File: config.mk
export PLATFORM = sky130hd
export DESIGN_NAME = bitmap_contiguous_unit_allocator
export DESIGN_NICKNAME = d
export VERILOG_FILES = /design/src/rtl/bca_pkg.sv /design/src/rtl/bca_bitmap.sv /design/src/rtl/bca_seg.sv /design/src/rtl/bitmap_contiguous_unit_allocator.sv
export SDC_FILE = /design/constraint.sdc
export NUM_CORES = 2
export LEC_CHECK = 0
export BUFFER_PORTS_ARGS = -buffer_cell sky130_fd_sc_hd__buf_2
export CAP_MARGIN = 20
export CORE_MARGIN = 2
export CORE_UTILIZATION = 50
export CTS_BUF_LIST = sky130_fd_sc_hd__clkbuf_16
export DETAILED_ROUTE_END_ITERATION = 7
export HOLD_SLACK_MARGIN = 0.05
export PLACE_DENSITY = 0.66
export REMOVE_ABC_BUFFERS = 1
export SYNTH_ARGS = -nofsm -noshare
export SYNTH_HDL_FRONTEND = slang
export SYNTH_HIERARCHICAL = 1
export SYNTH_SLANG_ARGS = --single-unit
export TNS_END_PERCENT = 1
File: constraint.sdc
create_clock -name clock -period 15.3 [get_ports clock]
set_input_delay 1.53 -clock clock [delete_from_list [all_inputs] [get_ports clock]]
set_output_delay 1.53 -clock clock [all_outputs]
set_load 0.03 [all_outputs]
File: src/rtl/bca_pkg.sv
// Shared constants and types for the bitmap contiguous unit allocator.
package bca_pkg;

   localparam int ADDR_W   = 64;
   localparam int CNT_W    = 11;
   localparam int SHIFT_W  = 5;
   localparam int STATUS_W = 2;
   localparam int CSR_IDX_W = 2;

   typedef logic [STATUS_W-1:0] status_type;

   localparam status_type ST_OK    = 2'd0;
   localparam status_type ST_NOFIT = 2'd1;
   localparam status_type ST_RANGE = 2'd2;

   localparam logic REQ_ALLOC = 1'b0;
   localparam logic REQ_FREE  = 1'b1;

   localparam logic [CSR_IDX_W-1:0] CSR_POOL_BASE    = 2'd0;
   localparam logic [CSR_IDX_W-1:0] CSR_UNIT_SHIFT   = 2'd1;
   localparam logic [CSR_IDX_W-1:0] CSR_UNITS_IN_USE = 2'd2;

   localparam logic [ADDR_W-1:0]  POOL_BASE_RST    = 64'd0;
   localparam logic [SHIFT_W-1:0] UNIT_SHIFT_RST   = 5'd12;
   localparam logic [CNT_W-1:0]   UNITS_IN_USE_RST = 11'd1024;

endpackage

File: src/rtl/bca_bitmap.sv
// Occupancy bitmap memory: one port, registered read, clearing sweep after reset.
module bca_bitmap import bca_pkg::*; #(
   parameter int WORD_BITS = 64,
   parameter int NWORDS    = 16
) (
   input  logic                 clock,
   input  logic                 reset,
   input  logic                 rd_en,
   input  logic                 wr_en,
   input  logic [((NWORDS > 1) ? $clog2(NWORDS) : 1)-1:0] addr,
   input  logic [WORD_BITS-1:0] wdata,
   output logic [WORD_BITS-1:0] rdata,
   output logic                 clr_busy
);

   localparam int WA_W = (NWORDS > 1) ? $clog2(NWORDS) : 1;
   localparam logic [WA_W-1:0] LAST_WORD = WA_W'(NWORDS - 1);

   logic [WORD_BITS-1:0] occ_ff [NWORDS];
   logic [WORD_BITS-1:0] rdata_ff;
   logic [WA_W-1:0]      clr_addr_ff, clr_addr_in;
   logic                 clr_busy_ff, clr_busy_in;

   always_comb begin
      clr_addr_in = clr_addr_ff;
      clr_busy_in = clr_busy_ff;
      if (clr_busy_ff) begin
         clr_addr_in = clr_addr_ff + 1'b1;
         if (clr_addr_ff == LAST_WORD) begin
            clr_busy_in = 1'b0;
         end
      end
   end

   always_ff @(posedge clock) begin
      if (reset) begin
         clr_addr_ff <= '0;
         clr_busy_ff <= 1'b1;
      end else begin
         clr_addr_ff <= clr_addr_in;
         clr_busy_ff <= clr_busy_in;
      end
   end

   always_ff @(posedge clock) begin
      if (clr_busy_ff) begin
         occ_ff[clr_addr_ff] <= '0;
      end else if (wr_en) begin
         occ_ff[addr] <= wdata;
      end
      if (rd_en) begin
         rdata_ff <= occ_ff[addr];
      end
   end

   assign rdata    = rdata_ff;
   assign clr_busy = clr_busy_ff;

endmodule

File: src/rtl/bca_seg.sv
// Word search unit: finds the end of a free or used stretch and builds bit-range masks.
module bca_seg import bca_pkg::*; #(
   parameter int WORD_BITS = 64
) (
   input  logic [WORD_BITS-1:0]              word,
   input  logic [$clog2(WORD_BITS)-1:0]      bit_off,
   input  logic [$clog2(WORD_BITS+1)-1:0]    lim,
   input  logic [$clog2(WORD_BITS+1)-1:0]    end_pos,
   output logic                              bit_free,
   output logic [$clog2(WORD_BITS+1)-1:0]    stretch_end,
   output logic [WORD_BITS-1:0]              mask
);

   localparam int LW = $clog2(WORD_BITS + 1);

   logic [WORD_BITS-1:0] taken;
   logic [WORD_BITS-1:0] tgt;

   always_comb begin
      // bits past the pool end count as taken, so no run crosses it
      for (int j = 0; j < WORD_BITS; j++) begin
         taken[j] = word[j] | (LW'(j) >= lim);
      end
      bit_free = ~taken[bit_off];
      for (int j = 0; j < WORD_BITS; j++) begin
         tgt[j]  = (bit_free ? taken[j] : ~taken[j]) & (LW'(j) >= LW'(bit_off));
         mask[j] = (LW'(j) >= LW'(bit_off)) && (LW'(j) < end_pos);
      end
      stretch_end = LW'(WORD_BITS);
      for (int j = WORD_BITS - 1; j >= 0; j--) begin
         if (tgt[j]) begin
            stretch_end = LW'(j);
         end
      end
   end

endmodule

File: src/rtl/bitmap_contiguous_unit_allocator.sv
// Top level: first-fit contiguous unit allocator over an occupancy bitmap.
//
//  channel | direction | handshake            | beat contents
//  --------+-----------+----------------------+-----------------------------------------
//  req     | in        | req_valid/req_ready  | req_type, req_unit_count, req_free_address
//  rsp     | out       | rsp_valid/rsp_ready  | rsp_status, rsp_alloc_address,
//          |           |                      | rsp_units_allocated
//  csr     | in        | csr_wr_en only       | csr_index, csr_wdata
//
//  One request is worked on at a time; all bitmap traffic goes through one memory port
//  and one word search unit (bca_seg).
//  Allocate: after the accept, each bitmap word scanned is fetched, then walked one
//  free/used stretch at a time; each word of the run is fetched and marked; then a last
//  check, the address (index shifted, plus base) and the hand-off follow.
//  Free: address minus base, shift, range check, then whole words peeled off the index;
//  each word of the run is fetched, cleared and counted; then a last check and hand-off.
//  Reset starts a sweep that zeroes the bitmap, one word per cycle;
//  req_ready stays low until it ends, csr writes are taken throughout.
//  A finished result sits in the output register; the next request is accepted while it
//  waits, and only that request's completion stalls on rsp_ready.
module bitmap_contiguous_unit_allocator import bca_pkg::*; #(
   parameter int UNITS     = 1024,
   parameter int WORD_BITS = 64
) (
   input  logic                 clock,
   input  logic                 reset,
   // request channel
   input  logic                 req_valid,
   output logic                 req_ready,
   input  logic                 req_type,
   input  logic [CNT_W-1:0]     req_unit_count,
   input  logic [ADDR_W-1:0]    req_free_address,
   // response channel
   output logic                 rsp_valid,
   input  logic                 rsp_ready,
   output logic [STATUS_W-1:0]  rsp_status,
   output logic [ADDR_W-1:0]    rsp_alloc_address,
   output logic [CNT_W-1:0]     rsp_units_allocated,
   // configuration writes
   input  logic                 csr_wr_en,
   input  logic [CSR_IDX_W-1:0] csr_index,
   input  logic [ADDR_W-1:0]    csr_wdata
);

   localparam int NWORDS = (UNITS + WORD_BITS - 1) / WORD_BITS;
   localparam int WA_W   = (NWORDS > 1) ? $clog2(NWORDS) : 1;
   localparam int BW     = $clog2(WORD_BITS);
   localparam int LW     = $clog2(WORD_BITS + 1);
   localparam int UW_RAW = $clog2(NWORDS * WORD_BITS + 1);
   localparam int UW     = (UW_RAW > CNT_W + 1) ? UW_RAW : CNT_W + 1;

   // sequencer states
   localparam logic [3:0] S_IDLE  = 4'd0;
   localparam logic [3:0] S_ARD   = 4'd1;   // alloc: fetch next word
   localparam logic [3:0] S_ASCAN = 4'd2;   // alloc: walk stretches of the word
   localparam logic [3:0] S_WRD   = 4'd3;   // mark/clear: fetch word
   localparam logic [3:0] S_WMOD  = 4'd4;   // mark/clear: write word back
   localparam logic [3:0] S_FCNT  = 4'd5;   // free: count cleared bits
   localparam logic [3:0] S_FSUB  = 4'd6;   // free: address minus base
   localparam logic [3:0] S_FSH   = 4'd7;   // free: shift down to unit index
   localparam logic [3:0] S_FCMP  = 4'd8;   // free: range check
   localparam logic [3:0] S_FDIV  = 4'd9;   // free: index to word and bit
   localparam logic [3:0] S_ADDR1 = 4'd10;  // alloc: index shifted by unit size
   localparam logic [3:0] S_ADDR2 = 4'd11;  // alloc: plus base
   localparam logic [3:0] S_DONE  = 4'd12;  // hand result to output register

   function automatic logic [LW-1:0] pop_count(input logic [WORD_BITS-1:0] v);
      logic [LW-1:0] acc;
      acc = '0;
      for (int j = 0; j < WORD_BITS; j++) begin
         acc = acc + LW'(v[j]);
      end
      return acc;
   endfunction

   // configuration
   logic [ADDR_W-1:0]  pool_base_ff;
   logic [SHIFT_W-1:0] unit_shift_ff;
   logic [CNT_W-1:0]   units_in_use_ff;

   // sequencer and work registers
   logic [3:0]           state_ff, state_in;
   logic                 is_free_ff, is_free_in;
   logic [CNT_W-1:0]     n_ff, n_in;
   logic [ADDR_W-1:0]    faddr_ff, faddr_in;
   logic [WA_W-1:0]      wa_ff, wa_in;
   logic [UW-1:0]        wb_ff, wb_in;
   logic [BW-1:0]        b_ff, b_in;
   logic [UW-1:0]        run_ff, run_in;
   logic [WA_W-1:0]      start_wa_ff, start_wa_in;
   logic [UW-1:0]        start_wb_ff, start_wb_in;
   logic [BW-1:0]        start_b_ff, start_b_in;
   logic [UW-1:0]        r_ff, r_in;
   logic [LW-1:0]        lim_ff, lim_in;
   logic [WORD_BITS-1:0] cleared_ff, cleared_in;
   logic [ADDR_W-1:0]    diff_ff, diff_in;
   logic [CNT_W-1:0]     used_ff, used_in;
   status_type           status_ff, status_in;
   logic [ADDR_W-1:0]    res_addr_ff, res_addr_in;

   // output register
   logic                 rsp_valid_ff, rsp_valid_in;
   status_type           rsp_status_ff, rsp_status_in;
   logic [ADDR_W-1:0]    rsp_addr_ff, rsp_addr_in;
   logic [CNT_W-1:0]     rsp_used_ff, rsp_used_in;

   // memory and search unit
   logic                 mem_rd, mem_wr, clr_busy;
   logic [WORD_BITS-1:0] mem_wdata, mem_rdata;
   logic                 seg_free;
   logic [LW-1:0]        seg_end, end_pos;
   logic [WORD_BITS-1:0] seg_mask;

   // combinational helpers
   logic [UW-1:0]     units;
   logic [UW-1:0]     units_left;
   logic [LW-1:0]     word_lim;
   logic [LW-1:0]     len;
   logic [UW-1:0]     run_sum;
   logic [UW-1:0]     pos_sum;
   logic [LW-1:0]     take;
   logic [ADDR_W:0]   sub_full;
   logic              req_fire;

   assign req_fire = req_valid & req_ready;
   assign req_ready = (state_ff == S_IDLE) && !clr_busy;

   // effective pool size is min(units_in_use, UNITS)
   assign units = (UW'(units_in_use_ff) < UW'(UNITS)) ? UW'(units_in_use_ff) : UW'(UNITS);
   assign units_left = units - wb_ff;
   assign word_lim = (units_left >= UW'(WORD_BITS)) ? LW'(WORD_BITS) : units_left[LW-1:0];

   assign len     = seg_end - LW'(b_ff);
   assign run_sum = run_ff + UW'(len);
   assign pos_sum = UW'(b_ff) + r_ff;
   assign end_pos = (pos_sum >= UW'(lim_ff)) ? lim_ff : pos_sum[LW-1:0];
   assign take    = (end_pos > LW'(b_ff)) ? (end_pos - LW'(b_ff)) : '0;
   assign sub_full = {1'b0, faddr_ff} - {1'b0, pool_base_ff};

   assign mem_wdata = is_free_ff ? (mem_rdata & ~seg_mask) : (mem_rdata | seg_mask);

   bca_bitmap #(
      .WORD_BITS (WORD_BITS),
      .NWORDS    (NWORDS)
   ) u_bitmap (
      .clock    (clock),
      .reset    (reset),
      .rd_en    (mem_rd),
      .wr_en    (mem_wr),
      .addr     (wa_ff),
      .wdata    (mem_wdata),
      .rdata    (mem_rdata),
      .clr_busy (clr_busy)
   );

   bca_seg #(
      .WORD_BITS (WORD_BITS)
   ) u_seg (
      .word        (mem_rdata),
      .bit_off     (b_ff),
      .lim         (lim_ff),
      .end_pos     (end_pos),
      .bit_free    (seg_free),
      .stretch_end (seg_end),
      .mask        (seg_mask)
   );

   // configuration registers
   always_ff @(posedge clock) begin
      if (reset) begin
         pool_base_ff    <= POOL_BASE_RST;
         unit_shift_ff   <= UNIT_SHIFT_RST;
         units_in_use_ff <= UNITS_IN_USE_RST;
      end else if (csr_wr_en) begin
         unique case (csr_index)
            CSR_POOL_BASE:    pool_base_ff    <= csr_wdata;
            CSR_UNIT_SHIFT:   unit_shift_ff   <= csr_wdata[SHIFT_W-1:0];
            CSR_UNITS_IN_USE: units_in_use_ff <= csr_wdata[CNT_W-1:0];
            default: ;
         endcase
      end
   end

   // sequencer
   always_comb begin
      state_in    = state_ff;
      is_free_in  = is_free_ff;
      n_in        = n_ff;
      faddr_in    = faddr_ff;
      wa_in       = wa_ff;
      wb_in       = wb_ff;
      b_in        = b_ff;
      run_in      = run_ff;
      start_wa_in = start_wa_ff;
      start_wb_in = start_wb_ff;
      start_b_in  = start_b_ff;
      r_in        = r_ff;
      lim_in      = lim_ff;
      cleared_in  = cleared_ff;
      diff_in     = diff_ff;
      used_in     = used_ff;
      status_in   = status_ff;
      res_addr_in = res_addr_ff;
      mem_rd      = 1'b0;
      mem_wr      = 1'b0;

      rsp_valid_in  = rsp_valid_ff & ~rsp_ready;
      rsp_status_in = rsp_status_ff;
      rsp_addr_in   = rsp_addr_ff;
      rsp_used_in   = rsp_used_ff;

      unique case (state_ff)
         S_IDLE: begin
            if (req_fire) begin
               is_free_in  = req_type;
               n_in        = req_unit_count;
               faddr_in    = req_free_address;
               status_in   = ST_OK;
               res_addr_in = '0;
               wa_in       = '0;
               wb_in       = '0;
               b_in        = '0;
               run_in      = '0;
               if (req_type == REQ_FREE) begin
                  state_in = S_FSUB;
               end else if (req_unit_count == '0 || UW'(req_unit_count) > units) begin
                  status_in = ST_NOFIT;
                  state_in  = S_DONE;
               end else begin
                  state_in = S_ARD;
               end
            end
         end
         S_ARD: begin
            if (wb_ff >= units) begin
               status_in = ST_NOFIT;
               state_in  = S_DONE;
            end else begin
               mem_rd   = 1'b1;
               lim_in   = word_lim;
               state_in = S_ASCAN;
            end
         end
         S_ASCAN: begin
            if (seg_free && run_sum >= UW'(n_ff)) begin
               // run found; a fresh run starts right here
               if (run_ff == '0) begin
                  start_wa_in = wa_ff;
                  start_wb_in = wb_ff;
                  start_b_in  = b_ff;
               end
               wa_in    = (run_ff == '0) ? wa_ff : start_wa_ff;
               wb_in    = (run_ff == '0) ? wb_ff : start_wb_ff;
               b_in     = (run_ff == '0) ? b_ff : start_b_ff;
               r_in     = UW'(n_ff);
               state_in = S_WRD;
            end else begin
               if (seg_free) begin
                  run_in = run_sum;
                  if (run_ff == '0) begin
                     start_wa_in = wa_ff;
                     start_wb_in = wb_ff;
                     start_b_in  = b_ff;
                  end
               end else begin
                  run_in = '0;
               end
               if (seg_end == LW'(WORD_BITS)) begin
                  wa_in    = wa_ff + 1'b1;
                  wb_in    = wb_ff + UW'(WORD_BITS);
                  b_in     = '0;
                  state_in = S_ARD;
               end else begin
                  b_in = seg_end[BW-1:0];
               end
            end
         end
         S_WRD: begin
            if (r_ff == '0 || wb_ff >= units) begin
               state_in = is_free_ff ? S_DONE : S_ADDR1;
            end else begin
               mem_rd   = 1'b1;
               lim_in   = word_lim;
               state_in = S_WMOD;
            end
         end
         S_WMOD: begin
            mem_wr     = 1'b1;
            cleared_in = mem_rdata & seg_mask;
            r_in       = r_ff - UW'(take);
            wa_in      = wa_ff + 1'b1;
            wb_in      = wb_ff + UW'(WORD_BITS);
            b_in       = '0;
            state_in   = is_free_ff ? S_FCNT : S_WRD;
         end
         S_FCNT: begin
            used_in  = used_ff - CNT_W'(pop_count(cleared_ff));
            state_in = S_WRD;
         end
         S_FSUB: begin
            if (sub_full[ADDR_W]) begin
               status_in = ST_RANGE;
               state_in  = S_DONE;
            end else begin
               diff_in  = sub_full[ADDR_W-1:0];
               state_in = S_FSH;
            end
         end
         S_FSH: begin
            diff_in  = diff_ff >> unit_shift_ff;
            state_in = S_FCMP;
         end
         S_FCMP: begin
            if (diff_ff >= ADDR_W'(units)) begin
               status_in = ST_RANGE;
               state_in  = S_DONE;
            end else begin
               run_in   = diff_ff[UW-1:0];
               r_in     = UW'(n_ff);
               state_in = S_FDIV;
            end
         end
         S_FDIV: begin
            // peel whole words off the unit index
            if (run_ff >= UW'(WORD_BITS)) begin
               run_in = run_ff - UW'(WORD_BITS);
               wa_in  = wa_ff + 1'b1;
               wb_in  = wb_ff + UW'(WORD_BITS);
            end else begin
               b_in     = run_ff[BW-1:0];
               state_in = S_WRD;
            end
         end
         S_ADDR1: begin
            diff_in  = ADDR_W'(start_wb_ff + UW'(start_b_ff)) << unit_shift_ff;
            used_in  = used_ff + n_ff;
            state_in = S_ADDR2;
         end
         S_ADDR2: begin
            res_addr_in = pool_base_ff + diff_ff;
            state_in    = S_DONE;
         end
         S_DONE: begin
            if (!rsp_valid_ff || rsp_ready) begin
               rsp_valid_in  = 1'b1;
               rsp_status_in = status_ff;
               rsp_addr_in   = res_addr_ff;
               rsp_used_in   = used_ff;
               state_in      = S_IDLE;
            end
         end
         default: begin
            state_in = S_IDLE;
         end
      endcase
   end

   always_ff @(posedge clock) begin
      if (reset) begin
         state_ff     <= S_IDLE;
         used_ff      <= '0;
         rsp_valid_ff <= 1'b0;
      end else begin
         state_ff     <= state_in;
         used_ff      <= used_in;
         rsp_valid_ff <= rsp_valid_in;
      end
   end

   always_ff @(posedge clock) begin
      is_free_ff    <= is_free_in;
      n_ff          <= n_in;
      faddr_ff      <= faddr_in;
      wa_ff         <= wa_in;
      wb_ff         <= wb_in;
      b_ff          <= b_in;
      run_ff        <= run_in;
      start_wa_ff   <= start_wa_in;
      start_wb_ff   <= start_wb_in;
      start_b_ff    <= start_b_in;
      r_ff          <= r_in;
      lim_ff        <= lim_in;
      cleared_ff    <= cleared_in;
      diff_ff       <= diff_in;
      status_ff     <= status_in;
      res_addr_ff   <= res_addr_in;
      rsp_status_ff <= rsp_status_in;
      rsp_addr_ff   <= rsp_addr_in;
      rsp_used_ff   <= rsp_used_in;
   end

   assign rsp_valid           = rsp_valid_ff;
   assign rsp_status          = rsp_status_ff;
   assign rsp_alloc_address   = rsp_addr_ff;
   assign rsp_units_allocated = rsp_used_ff;

endmodule

==> out/results.tsv <==
metric	value	unit
placed_cell_area	0.08884	mm^2
end_kind	register	
crit_type	reg2reg	
postLayoutCoreUtil	55.62	%
yosysWarnings	6	
slowest_stage	a2111oi_0	
grt_pass1_wl	402600	um
tns	0	ns
synth-edff-count	1510	
wl_per_cell	29.63	um
required	15.77	ns
skew	0.04400	ns
drc	0	
wl	278900	um
leakage	32.87	nW
die_area	0.1742	mm^2
place.gp.congestion	1.048	
ios	226	
die_x	417.4	um
yosysTopAreaCell	edfxtp_1	
fmax	86.88	MHz
layout.area.seq	0.04738	mm^2
io_buffers	225	
fin_crit	11.51	ns
die_h	417.4	um
post-synth-top-count-cell	edfxtp_1	
drv_cap	0	
synth_cells	6897	
grt_pass1_vias	58590	
ys.flop_type	edfxtp_1	
synthArstFlopShare	0	%
multi_input_comb_area	0.03491	mm^2
start_kind	register	
drv_slew	0	
hold_class	reg2reg	
clk_pin_slew_worst_paths	0.07	ns
cts_buffer_depth	3	
cp_max_fo	51	
synth_area_leaders	edfxtp_1 (53%), mux4_2 (8.2%), ha_1 (4.4%), nand2_1 (2.8%), a21oi_1 (2.6%)	
area_delta_synth_final	10.44	%
cts_tree	done	
first_iter_violations	6899	
htree_levels	4	
cts.root.buffer_cell	clkbuf_16	
netlist_area	0.08545	mm^2
yosys.cell_types.count	113	
final.period_utilization	75.23	%
post_cts_buffers	0	
grt_remaining_overflow	0	
cpMostUsedCell	a21oi_1	
grt_max_degree	116	
setup_viol	0	
p_per_area	98.57	mW/mm^2
core_area	0.1697	mm^2
synth_common_cells	edfxtp_1 (1510), nand2_1 (645), nor2_1 (490)	
antenna_found_initial	8	
synth_top_area_share	53.07	%
final-hold-violation-count	0	
fp-row-count	151	
fin_nets	7578	
slew_headroom	10.75	%
ant_nets	0	
synth.avg_cell_area	12.39	um^2
cts-hold-fix-buffers	0	
rsz0062_at_grt	no	
dp_hpwl	195900	um
worst_slew_pin_slew	1.336	ns
first_pass_iters	6	
cts_buffers	167	
initial_core_util	50.36	%
synth-seq-cells	1611	
worstSkewPairLatency	0.84	ns
dr_total_vias	60110	
drive_gt1_share	14.26	%
cpPeakStageDelay	0.99	ns
cts_sinks	1611	
gr-usage-all-layers	31.64	%
cts_resized	0	
fin_area	0.09437	mm^2
power.ir.vdd_worst	0.0001168	V
yosysSeqAreaShare	55.43	%
status	finished, final reports clean	
fillers	14130	
worstPathArrival	11.98	ns
via_per_inst	6.385	
## registers in the layout (all words and copies together) (netlist names), 12 cells and up
signal             cells
cleared_ff            64
diff_ff               64
faddr_ff              64
pool_base_ff          64
r_ff                  12
res_addr_ff           64
rsp_alloc_address     64
run_ff                12
start_wb_ff           12
u_bitmap/occ_ff     1024
u_bitmap/rdata        64
wb_ff                 12
## path summary, 6_finish.rpt
path | startpoint | end | slack [ns] | depth (start not counted)
max | lim_ff[6]$_SDFFCE_PP1P_ | run_ff[4]$_DFFE_PP_ | 3.79 | 36
min | res_addr_ff[30]$_SDFFCE_PN0P_ | rsp_alloc_address[30]$_DFFE_PP_ | 0.41 | 0
max reg2reg | lim_ff[6]$_SDFFCE_PP1P_ | run_ff[4]$_DFFE_PP_ | 3.79 | 36
min reg2reg | res_addr_ff[30]$_SDFFCE_PN0P_ | rsp_alloc_address[30]$_DFFE_PP_ | 0.41 | 0
## routing by layer
layer	wire, um	part of all wire (%)	vias to the layer above	global-route usage (%)
met4	12510	4.5	6	13.31
met5	52	0.019	-	0
li1	-	-	26400	-
met2	132000	47	2902	51.53
met1	112600	40	30290	42.11
met3	21710	7.8	509	5.414
## stage by stage
step / std cells / power (mW) / setup slack (ns) / hold WS [ns]
2_1_floorplan: 6544 / 5.189 / 3.939 / 0.4003
3_3_place_gp: 9103 / 5.325 / 3.930 / 0.4019
3_5_place_dp: 9103 / 5.333 / 3.819 / 0.4045
4_1_cts: 9411 / 9.362 / 3.785 / 0.4150
5_1_grt: 9413 / 9.563 / 2.984 / 0.4146
6_report: 9414 / 9.302 / 3.789 / 0.4140
## critical path: cells and delay by family (launching register included)
kind	cells	cell delay, ns
compound gates	14	4.65
xor+xnor	2	0.38
fa+ha+maj	4	1.12
buf+inv	4	0.90
flops	1	0.36
mux	2	0.76
simple gates	10	2.86
## power by group
part / switching [mW] / internal (mW) / total, mW
clock network: 1.77 / 2.28 / 4.05
registers: 0.0254 / 4.84 / 4.86
logic: 0.246 / 0.139 / 0.385
total: 2.04 / 7.26 / 9.30
## cell families after synthesis
logic type | share of synthesized area, %
flip-flops | 55.43
buffers and inverters | 3.937
AND/OR/NAND/NOR | 10.05
XOR/XNOR | 1.864
multiplexers | 10.66
AO/OA/AOI/OAI | 11.92
adder cells (fa/ha/maj) | 6.141
## cell type report
type | count | share of cell area, %
Sequential cell | 1611 | 50.20
Multi-Input combinational cell | 4468 | 37.00
Clock buffer | 170 | 4.508
Tap cell | 2218 | 2.941
Timing Repair Buffer | 343 | 2.162
Inverter | 465 | 1.852
Clock inverter | 138 | 1.336
Antenna cell | 1 | 0.002652
## placed cells by master, fill, tap and decap left out, types with 109 or more instances in the layout
master	n
buf_2	224
buf_4	115
clkbuf_16	170
nand2_1	644
a21oi_1	449
o22ai_1	176
xnor2_1	109
mux2i_1	181
inv_1	492
nor2_1	472
edfxtp_1	1510
mux4_2	313
ha_1	301
and2_1	157
o21ai_0	249
(Power assumes the default switching activity.)
